### src/design/egcl_pkg.sv
package egcl_pkg;

    // field and port widths fixed by the stream format
    localparam int CHAN_W     = 4;
    localparam int DRAW_W     = 16;
    localparam int METRIC_W   = 8;
    localparam int REWARD_W   = 16;
    localparam int VALUE_W    = 24;
    localparam int LR_W       = 9;
    localparam int SCALE_W    = 7;
    localparam int S_TDATA_W  = 32;
    localparam int M_TDATA_W  = 48;
    localparam int CFG_IDX_W  = 4;
    localparam int CFG_DATA_W = 16;

    // request kinds carried on s_tuser
    localparam logic OP_STEP  = 1'b0;
    localparam logic OP_WRITE = 1'b1;

    // register indexes
    localparam logic [CFG_IDX_W-1:0] REG_EXPLORE_THRESHOLD = 4'd0;
    localparam logic [CFG_IDX_W-1:0] REG_LEARNING_RATE     = 4'd1;
    localparam logic [CFG_IDX_W-1:0] REG_REPEAT_PENALTY    = 4'd2;
    localparam logic [CFG_IDX_W-1:0] REG_REWARD_SCALE      = 4'd3;

    // register reset values
    localparam logic [DRAW_W-1:0]          THRESHOLD_RST = 16'd6554;
    localparam logic [LR_W-1:0]            LR_RST        = 9'd26;
    localparam logic signed [REWARD_W-1:0] PENALTY_RST   = -16'sd10;
    localparam logic [SCALE_W-1:0]         SCALE_RST     = 7'd10;

    localparam logic [LR_W-1:0] LR_MAX = 9'd256;

endpackage

### src/design/epsilon_greedy_channel_learner_top.sv
// Epsilon-greedy channel learner. A step request (s_tuser low) explores when its draw is
// below explore_threshold and takes its own channel, otherwise it scans the value memory
// for the largest value (lowest channel on ties); it then forms a reward from the metric
// memory, moves the chosen value toward it and returns one result. A write request
// (s_tuser high) loads one metric entry and returns nothing. An exploiting step scans the
// value memory, reading one entry per cycle; an exploring step skips the scan. A result
// waits in the output register while the next request is taken. Value and metric entries
// read as zero until first written. Configuration writes are taken in any cycle.
module epsilon_greedy_channel_learner_top #(
    parameter int CHANNELS = 16
) (
    input  logic                              aclk,
    input  logic                              aresetn,
    input  logic                              s_tvalid,
    output logic                              s_tready,
    // explore_draw[15:0], explore_channel[19:16], entry_index[23:20], metric_value[31:24]
    input  logic [egcl_pkg::S_TDATA_W-1:0]    s_tdata,
    // op
    input  logic                              s_tuser,
    output logic                              m_tvalid,
    input  logic                              m_tready,
    // chosen_channel[3:0], explored[4], reward[20:5], new_value[44:21], zeros above
    output logic [egcl_pkg::M_TDATA_W-1:0]    m_tdata,
    input  logic                              cfg_valid,
    output logic                              cfg_ready,
    input  logic [egcl_pkg::CFG_IDX_W-1:0]    cfg_index,
    input  logic [egcl_pkg::CFG_DATA_W-1:0]   cfg_data
);
    import egcl_pkg::*;

    localparam int CH_W      = $clog2(CHANNELS);
    localparam int CNT_W     = $clog2(CHANNELS + 1);
    localparam int CMP_W     = 7;
    localparam int XCH_SPAN  = 1 << CHAN_W;
    localparam int MOD_STEPS = XCH_SPAN / CHANNELS;

    typedef enum logic [2:0] {
        ST_IDLE,
        ST_SCAN,
        ST_READ,
        ST_MUL,
        ST_UPD,
        ST_DONE
    } state_t;

    state_t state_reg;

    logic [DRAW_W-1:0]          threshold_reg;
    logic [LR_W-1:0]            lr_reg;
    logic signed [REWARD_W-1:0] penalty_reg;
    logic [SCALE_W-1:0]         scale_reg;

    logic [CH_W-1:0]            ch_reg;
    logic [CH_W-1:0]            last_reg;
    logic [CNT_W-1:0]           scan_cnt_reg;
    logic signed [VALUE_W-1:0]  best_reg;
    logic                       explored_reg;
    logic                       repeat_reg;
    logic signed [VALUE_W-1:0]  v_cur_reg;
    logic signed [16:0]         prod_reg;
    logic signed [REWARD_W-1:0] reward_reg;
    logic signed [34:0]         upd_reg;
    logic                       out_valid_reg;
    logic [M_TDATA_W-1:0]       out_data_reg;

    logic [DRAW_W-1:0]          in_draw;
    logic [CHAN_W-1:0]          in_xch;
    logic [CHAN_W-1:0]          in_idx;
    logic signed [METRIC_W-1:0] in_metric;
    logic                       s_accept;
    logic                       out_free;
    logic                       out_load;

    logic [CMP_W-1:0]           xch_mod;
    logic                       met_we;
    logic signed [METRIC_W-1:0] met_a;
    logic signed [METRIC_W-1:0] met_b;
    logic                       val_we;
    logic [CH_W-1:0]            val_raddr;
    logic signed [VALUE_W-1:0]  val_rdata;
    logic signed [VALUE_W-1:0]  new_value;

    logic signed [16:0]         diff_ext;
    logic signed [16:0]         scale_ext;
    logic signed [REWARD_W-1:0] reward_sel;
    logic [LR_W-1:0]            lr_eff;
    logic signed [34:0]         delta_ext;
    logic signed [34:0]         lr_ext;

    assign in_draw   = s_tdata[15:0];
    assign in_xch    = s_tdata[19:16];
    assign in_idx    = s_tdata[23:20];
    assign in_metric = s_tdata[31:24];

    assign s_tready  = (state_reg == ST_IDLE);
    assign s_accept  = s_tvalid && s_tready;
    assign cfg_ready = 1'b1;
    assign out_free  = !out_valid_reg || m_tready;
    assign out_load  = (state_reg == ST_DONE) && out_free;

    // explore channel reduced modulo the channel count
    always_comb begin
        xch_mod = {{(CMP_W - CHAN_W){1'b0}}, in_xch};
        for (int k = 0; k < MOD_STEPS; k++) begin
            if (xch_mod >= CMP_W'(CHANNELS)) begin
                xch_mod = xch_mod - CMP_W'(CHANNELS);
            end
        end
    end

    assign met_we = s_accept && (s_tuser == OP_WRITE)
                    && ({{(CMP_W - CHAN_W){1'b0}}, in_idx} < CMP_W'(CHANNELS));

    egcl_metric_ram #(
        .DEPTH (CHANNELS),
        .AW    (CH_W)
    ) u_metric_ram (
        .aclk    (aclk),
        .aresetn (aresetn),
        .we      (met_we),
        .waddr   (CH_W'(in_idx)),
        .wdata   (in_metric),
        .raddr_a (ch_reg),
        .raddr_b (last_reg),
        .rdata_a (met_a),
        .rdata_b (met_b)
    );

    assign val_raddr = (state_reg == ST_SCAN) ? scan_cnt_reg[CH_W-1:0] : ch_reg;
    assign val_we    = out_load;

    egcl_value_ram #(
        .DEPTH (CHANNELS),
        .AW    (CH_W)
    ) u_value_ram (
        .aclk    (aclk),
        .aresetn (aresetn),
        .we      (val_we),
        .waddr   (ch_reg),
        .wdata   (new_value),
        .raddr   (val_raddr),
        .rdata   (val_rdata)
    );

    // reward and update arithmetic
    always_comb begin
        diff_ext  = 17'(met_a) - 17'(met_b);
        scale_ext = {{(17 - SCALE_W){1'b0}}, scale_reg};
        if (repeat_reg) begin
            reward_sel = penalty_reg;
        end else if (prod_reg > 17'sd32767) begin
            reward_sel = 16'sh7fff;
        end else if (prod_reg < -17'sd32768) begin
            reward_sel = -16'sh8000;
        end else begin
            reward_sel = prod_reg[15:0];
        end
        lr_eff    = (lr_reg > LR_MAX) ? LR_MAX : lr_reg;
        delta_ext = 35'($signed({reward_sel, 8'b0})) - 35'(v_cur_reg);
        lr_ext    = {{(35 - LR_W){1'b0}}, lr_eff};
    end

    // the update stays between the old value and reward*256, so the low bits suffice
    assign new_value = v_cur_reg + upd_reg[31:8];

    always_ff @(posedge aclk) begin
        if (!aresetn) begin
            state_reg     <= ST_IDLE;
            out_valid_reg <= 1'b0;
            last_reg      <= '0;
            threshold_reg <= THRESHOLD_RST;
            lr_reg        <= LR_RST;
            penalty_reg   <= PENALTY_RST;
            scale_reg     <= SCALE_RST;
        end else begin
            if (cfg_valid) begin
                case (cfg_index)
                    REG_EXPLORE_THRESHOLD: threshold_reg <= cfg_data[DRAW_W-1:0];
                    REG_LEARNING_RATE:     lr_reg        <= cfg_data[LR_W-1:0];
                    REG_REPEAT_PENALTY:    penalty_reg   <= cfg_data[REWARD_W-1:0];
                    REG_REWARD_SCALE:      scale_reg     <= cfg_data[SCALE_W-1:0];
                    default: ;
                endcase
            end

            if (out_load) begin
                out_valid_reg <= 1'b1;
            end else if (m_tready) begin
                out_valid_reg <= 1'b0;
            end

            case (state_reg)
                ST_IDLE: begin
                    if (s_accept && (s_tuser == OP_STEP)) begin
                        if (in_draw < threshold_reg) begin
                            explored_reg <= 1'b1;
                            ch_reg       <= xch_mod[CH_W-1:0];
                            state_reg    <= ST_READ;
                        end else begin
                            explored_reg <= 1'b0;
                            ch_reg       <= '0;
                            scan_cnt_reg <= '0;
                            state_reg    <= ST_SCAN;
                        end
                    end
                end
                ST_SCAN: begin
                    // data of entry scan_cnt-1 arrives while scan_cnt is addressed
                    if (scan_cnt_reg != '0) begin
                        if (scan_cnt_reg == CNT_W'(1) || val_rdata > best_reg) begin
                            best_reg <= val_rdata;
                            ch_reg   <= CH_W'(scan_cnt_reg - CNT_W'(1));
                        end
                    end
                    if (scan_cnt_reg == CNT_W'(CHANNELS)) begin
                        state_reg <= ST_READ;
                    end else begin
                        scan_cnt_reg <= scan_cnt_reg + CNT_W'(1);
                    end
                end
                ST_READ: begin
                    state_reg <= ST_MUL;
                end
                ST_MUL: begin
                    v_cur_reg  <= val_rdata;
                    prod_reg   <= diff_ext * scale_ext;
                    repeat_reg <= (ch_reg == last_reg);
                    state_reg  <= ST_UPD;
                end
                ST_UPD: begin
                    reward_reg <= reward_sel;
                    upd_reg    <= lr_ext * delta_ext;
                    state_reg  <= ST_DONE;
                end
                ST_DONE: begin
                    if (out_free) begin
                        last_reg     <= ch_reg;
                        out_data_reg <= {3'b0, new_value, reward_reg, explored_reg,
                                         CHAN_W'(ch_reg)};
                        state_reg    <= ST_IDLE;
                    end
                end
                default: begin
                    state_reg <= ST_IDLE;
                end
            endcase
        end
    end

    assign m_tvalid = out_valid_reg;
    assign m_tdata  = out_data_reg;

    a_write_no_result: assert property (@(posedge aclk) disable iff (!aresetn)
        (s_accept && (s_tuser == OP_WRITE) && !out_valid_reg) |=> !out_valid_reg)
        else $error("write request produced a result");

    a_result_from_done: assert property (@(posedge aclk) disable iff (!aresetn)
        $rose(out_valid_reg) |-> $past(state_reg == ST_DONE))
        else $error("result raised outside the finishing step");

    a_scan_bound: assert property (@(posedge aclk) disable iff (!aresetn)
        (state_reg == ST_SCAN) |-> (scan_cnt_reg <= CNT_W'(CHANNELS)))
        else $error("scan counter ran past the channel count");

    a_value_addr: assert property (@(posedge aclk) disable iff (!aresetn)
        val_we |-> (int'(ch_reg) < CHANNELS))
        else $error("value write to a channel out of range");

endmodule

### src/design/egcl_metric_ram.sv
module egcl_metric_ram #(
    parameter int DEPTH = 16,
    parameter int AW    = $clog2(DEPTH)
) (
    input  logic                                aclk,
    input  logic                                aresetn,
    input  logic                                we,
    input  logic [AW-1:0]                       waddr,
    input  logic signed [egcl_pkg::METRIC_W-1:0] wdata,
    input  logic [AW-1:0]                       raddr_a,
    input  logic [AW-1:0]                       raddr_b,
    output logic signed [egcl_pkg::METRIC_W-1:0] rdata_a,
    output logic signed [egcl_pkg::METRIC_W-1:0] rdata_b
);
    import egcl_pkg::*;

    logic signed [METRIC_W-1:0] mem [DEPTH];
    logic [DEPTH-1:0]           valid_reg;
    logic signed [METRIC_W-1:0] rdata_a_reg;
    logic signed [METRIC_W-1:0] rdata_b_reg;
    logic                       rvalid_a_reg;
    logic                       rvalid_b_reg;

    always_ff @(posedge aclk) begin
        if (we) begin
            mem[waddr] <= wdata;
        end
        rdata_a_reg <= mem[raddr_a];
        rdata_b_reg <= mem[raddr_b];
    end

    // entries never written read as zero
    always_ff @(posedge aclk) begin
        if (!aresetn) begin
            valid_reg    <= '0;
            rvalid_a_reg <= 1'b0;
            rvalid_b_reg <= 1'b0;
        end else begin
            if (we) begin
                valid_reg[waddr] <= 1'b1;
            end
            rvalid_a_reg <= valid_reg[raddr_a];
            rvalid_b_reg <= valid_reg[raddr_b];
        end
    end

    assign rdata_a = rvalid_a_reg ? rdata_a_reg : '0;
    assign rdata_b = rvalid_b_reg ? rdata_b_reg : '0;

endmodule

### src/design/egcl_value_ram.sv
module egcl_value_ram #(
    parameter int DEPTH = 16,
    parameter int AW    = $clog2(DEPTH)
) (
    input  logic                               aclk,
    input  logic                               aresetn,
    input  logic                               we,
    input  logic [AW-1:0]                      waddr,
    input  logic signed [egcl_pkg::VALUE_W-1:0] wdata,
    input  logic [AW-1:0]                      raddr,
    output logic signed [egcl_pkg::VALUE_W-1:0] rdata
);
    import egcl_pkg::*;

    logic signed [VALUE_W-1:0] mem [DEPTH];
    logic [DEPTH-1:0]          valid_reg;
    logic signed [VALUE_W-1:0] rdata_reg;
    logic                      rvalid_reg;

    always_ff @(posedge aclk) begin
        if (we) begin
            mem[waddr] <= wdata;
        end
        rdata_reg <= mem[raddr];
    end

    // entries never written read as zero
    always_ff @(posedge aclk) begin
        if (!aresetn) begin
            valid_reg  <= '0;
            rvalid_reg <= 1'b0;
        end else begin
            if (we) begin
                valid_reg[waddr] <= 1'b1;
            end
            rvalid_reg <= valid_reg[raddr];
        end
    end

    assign rdata = rvalid_reg ? rdata_reg : '0;

endmodule

### config.mk
export PLATFORM = sky130hd
export DESIGN_NAME = epsilon_greedy_channel_learner_top
export DESIGN_NICKNAME = d
export VERILOG_FILES = /design/src/design/egcl_pkg.sv /design/src/design/epsilon_greedy_channel_learner_top.sv /design/src/design/egcl_metric_ram.sv /design/src/design/egcl_value_ram.sv
export SDC_FILE = /design/constraint.sdc
export NUM_CORES = 2
export LEC_CHECK = 0
export BUFFER_PORTS_ARGS = -buffer_cell sky130_fd_sc_hd__buf_2
export CELL_PAD_IN_SITES_DETAIL_PLACEMENT = 1
export CELL_PAD_IN_SITES_GLOBAL_PLACEMENT = 2
export CORE_MARGIN = 3
export CORE_UTILIZATION = 26
export CTS_BUF_LIST = sky130_fd_sc_hd__clkbuf_4 sky130_fd_sc_hd__clkbuf_8 sky130_fd_sc_hd__clkbuf_16
export DETAILED_ROUTE_END_ITERATION = 10
export PLACE_DENSITY = 0.55
export SLEW_MARGIN = 30
export SYNTH_ARGS = -nofsm -noshare
export SYNTH_HDL_FRONTEND = slang
export SYNTH_SLANG_ARGS = --single-unit
### constraint.sdc
create_clock -name aclk -period 20.5 [get_ports aclk]
set_input_delay 4.1 -clock aclk [delete_from_list [all_inputs] [get_ports aclk]]
set_output_delay 4.1 -clock aclk [all_outputs]
set_load 0.02 [all_outputs]
==> results.md <==
- The global-route usage over all layers is 0.142.
- The power density relative to cell area is approximately 92 mW/mm².
- The met1 capacity usage during global routing is 0.203.
- The tightest hold path in the finished design has a slack of 0.420 ns.
- After detailed routing, the average wire length per cell comes to around 21 µm.
- Ranked by total cell area, the synthesized netlist is headed by edfxtp_1, fa_1, mux4_2.
- Post-CTS timing repair inserted 0 buffers for setup.
- Derived from the worst setup path, the maximum achievable clock frequency is 110 MHz.
- The launch point of the worst reg-to-reg path is prod_reg[15]$_DFFE_PP_.
- The number of different library cells used by synthesis comes to 73.
- The clock tree from TritonCTS is yes.
- The top fanout value on the critical path is 30.
- The critical path is of the flop to flop type.
- The post-synthesis cell area is 0.0433 mm².
- Port buffering added 104 buffers.
- The number of synthesized flops with an enable pin is 673.
- Of all flip-flops after synthesis, the portion carrying an async set or reset was 0.
- The register with the most flip-flops in the layout has 384 of them.
- The die covers ~0.17 mm².
- Clock-pin slew was measured on the worst setup and hold paths at approximately 0.06 ns.
- The first-pass GRT wire length is 182000 µm.
- The critical path runs through a total of 32 cells.
- Hold repair after CTS inserted 0 buffers.
- The top flip-flop cell by instance count after synthesis is edfxtp_1.
- Of the cells placed in the final design, the portion with a size suffix greater than 1 is 0.174.
- The worst hold path startpoint is reward_reg[15]$_DFFE_PP_.
- The total count of hold-check failures in the final report is 0.
- Grouping stages by cell kind, the critical path spends the most delay in adder cells.
- The global routing's busiest layer is met2.
- For this block, the initial DRC count from the detailed router was 1333.
- The number of setup violations in the final report is 0.
- The number of iterations in the first detailed-routing pass is 5.
- The depth of the worst register-to-register path is 32.
- The number of global-route vias before repair was 27486.
- The post-DP HPWL is approximately 84000 µm.
- Yosys printed 0 warnings.
- Data on the critical path arrives at its endpoint at 9.46 ns.
- The final total negative setup slack is 0 ns.
- The initial utilization of the core area, before any placement, comes to 0.262.
- The height of the chip is 414 µm.
- VDD sags by at most 0.0792 mV.
- The cell count after synthesis came out at 3210.
- The max-capacitance violation count is 0.
- Counting instances, the worst hold path has a depth of 0.
- The largest single stage delay on the critical path is 0.86 ns.
- In this run the remaining antenna-violating nets after routing total 0.
- The overall power consumption is 0.00460 W.
- The number of antenna violations at the first check in global routing is 3.
- The final number of max-transition violations is 0.
- The routed layout has 25175 vias.
- The die span in x is 414 µm.
- The register with the most flip-flops in the final layout is u_value_ram.mem.
- The area added between synthesis and finish is 15.7%.
- Setup repair after global routing left no endpoint under its margin.
- The cell row count is 149.
- The final layout contains between 3000 and 4000 nets.
- STA puts the critical path data required time at 20.89 ns.
- The run finished with clean final reports.
- The TritonCTS buffer count is 93.
- For this design, the slowest cell found on the critical path is edfxtp_1.
- In this run the static leakage power is 19.0 nW.
- Of the post-synthesis cell area, the dominant cell type holds 0.467.
- The largest net degree at the start of global routing is around 100.
- edfxtp_1 takes more of the synthesized area than any other cell.
- Summed over all layers, the routed wires come to about 120000 µm.
- The buffering stage count on the worst path with inverters included is 3.
- 109 I/O pins were placed.
- The most used cell along the critical path is fa_1.
- The worst clock skew is 0.0470 ns.
- CTS built an H-tree with a depth of 3.
- The worst path needs 9.06 ns of the cycle, external delays included.
- The worst hold-check path type is flop to flop.
- The capture endpoint of the worst hold path is m_tdata[20]$_DFFE_PP_.
- For flop-to-flop paths, the worst setup slack is 11.44 ns.
- The worst setup path is launched from a flop.
- In this run the tightest slew margin relative to its limit is 0.354.
- The later-pin clock latency in the skew report is slightly below 0.7 ns.
- The register area share after synthesis is 0.528.
- The end of the worst register-to-register path is upd_reg[31]$_DFFE_PP_.
- For this run, design rule violations remaining after detail routing come to 0.
- The category of the worst setup path capture point is a flop.
- The post-synthesis register bit count is ~800.
- The post-synthesis average cell area is 13.5 µm².
- The congestion estimate from routability-driven global placement came to 0.760.
- The library cell used most frequently in the layout, excluding fill and tap cells, is edfxtp_1.
- The core outline area is 0.165 mm².
- The maximum count of clock buffers along a single path is 3.
- The met3 capacity usage during global routing is 0.0158.
- The total congestion overflow after global routing is 0.
- The post-cts gate resize count is 0.
- At the pin with the least slew margin, the transition time is 0.968 ns.
- Of the available clock period, the critical path in the final layout requires 0.442.
- The met2 routing resource usage after global routing is 0.229.
- The library cells used most frequently in the layout, excluding fill and tap cells, are edfxtp_1, nand2_1, inv_1, fa_1, ha_1.
- The clock net sink count is 804.
- Dividing the detail-routed via count by the number of cells gives 4.47.
- The cell chosen for the clock root is clkbuf_16.
worst max path at each step:
stage | from | end | slack, ns
after CTS | prod_reg[15]$_DFFE_PP_ | upd_reg[31]$_DFFE_PP_ | 11.26
after floorplan | aresetn | reward_reg[0]$_DFFE_PP_ | 12.63
after global routing | prod_reg[15]$_DFFE_PP_ | upd_reg[31]$_DFFE_PP_ | 10.63
final | prod_reg[15]$_DFFE_PP_ | upd_reg[31]$_DFFE_PP_ | 11.44
after detailed placement | prod_reg[15]$_DFFE_PP_ | upd_reg[31]$_DFFE_PP_ | 11.30
after global placement | prod_reg[15]$_DFFE_PP_ | upd_reg[31]$_DFFE_PP_ | 11.42
per-stage QoR:
step | util | instances | setup slack (ns) | area (µm²)
final | 0.303 | 5630 | 11.44 | 50100
after CTS | 0.303 | 5626 | 11.26 | 50000
after floorplan | - | 3212 | 12.63 | 43300
after global routing | 0.303 | 5626 | 10.63 | 50100
after detailed placement | 0.284 | 5452 | 11.30 | 46900
after global placement | 0.283 | 5447 | 11.42 | 46800
cells in the mapped netlist (48+ instances only):
library cell	number
edfxtp_1	673
nand2_1	375
inv_1	360
fa_1	225
ha_1	192
mux4_2	190
nor2_1	145
dfxtp_1	131
and2_1	123
clkbuf_1	93
xnor2_1	75
o21ai_0	68
a21oi_1	61
nor2b_1	49
o21a_1	48
metal layers:
| layer | routed length, µm | vias up |
|---|---|---|
| met5 | 0 | - |
| met4 | 2660 | 0 |
| met3 | 3140 | 149 |
| met2 | 56600 | 314 |
| met1 | 58400 | 13108 |
| li1 | - | 11604 |
kinds of logic (layout without fill, tap and decap cells):
kind of cell	after synthesis	count (layout)	synth area share
adders and majority gates	417	417	0.160
and+or+nand+nor	829	829	0.0892
other	2	8	0.000174
buffers and inverters	492	717	0.0445
DFF	804	804	0.528
xor gates and xnor gates	114	114	0.0234
muxes	203	203	0.102
AOI/OAI and AO/OA	349	349	0.0536
where the power goes:
group	total [W]	internal [W]	switching, W
Clock	0.00169	0.000987	0.000699
Sequential	0.00187	0.00185	0.0000198
Combinational	0.00104	0.000435	0.000605
layout make-up:
cell class              count  area [µm²]
multi-input cells        1916       18800
flip-flops and latches    804       22800
well taps                2189        2740
repair buffers            183        1220
clock buffers             121        2550
diodes                      4        10.0
fillers                 17758      115000
inverters                 360        1350
clock inverters            53         557
(Power assumes the default switching activity.)
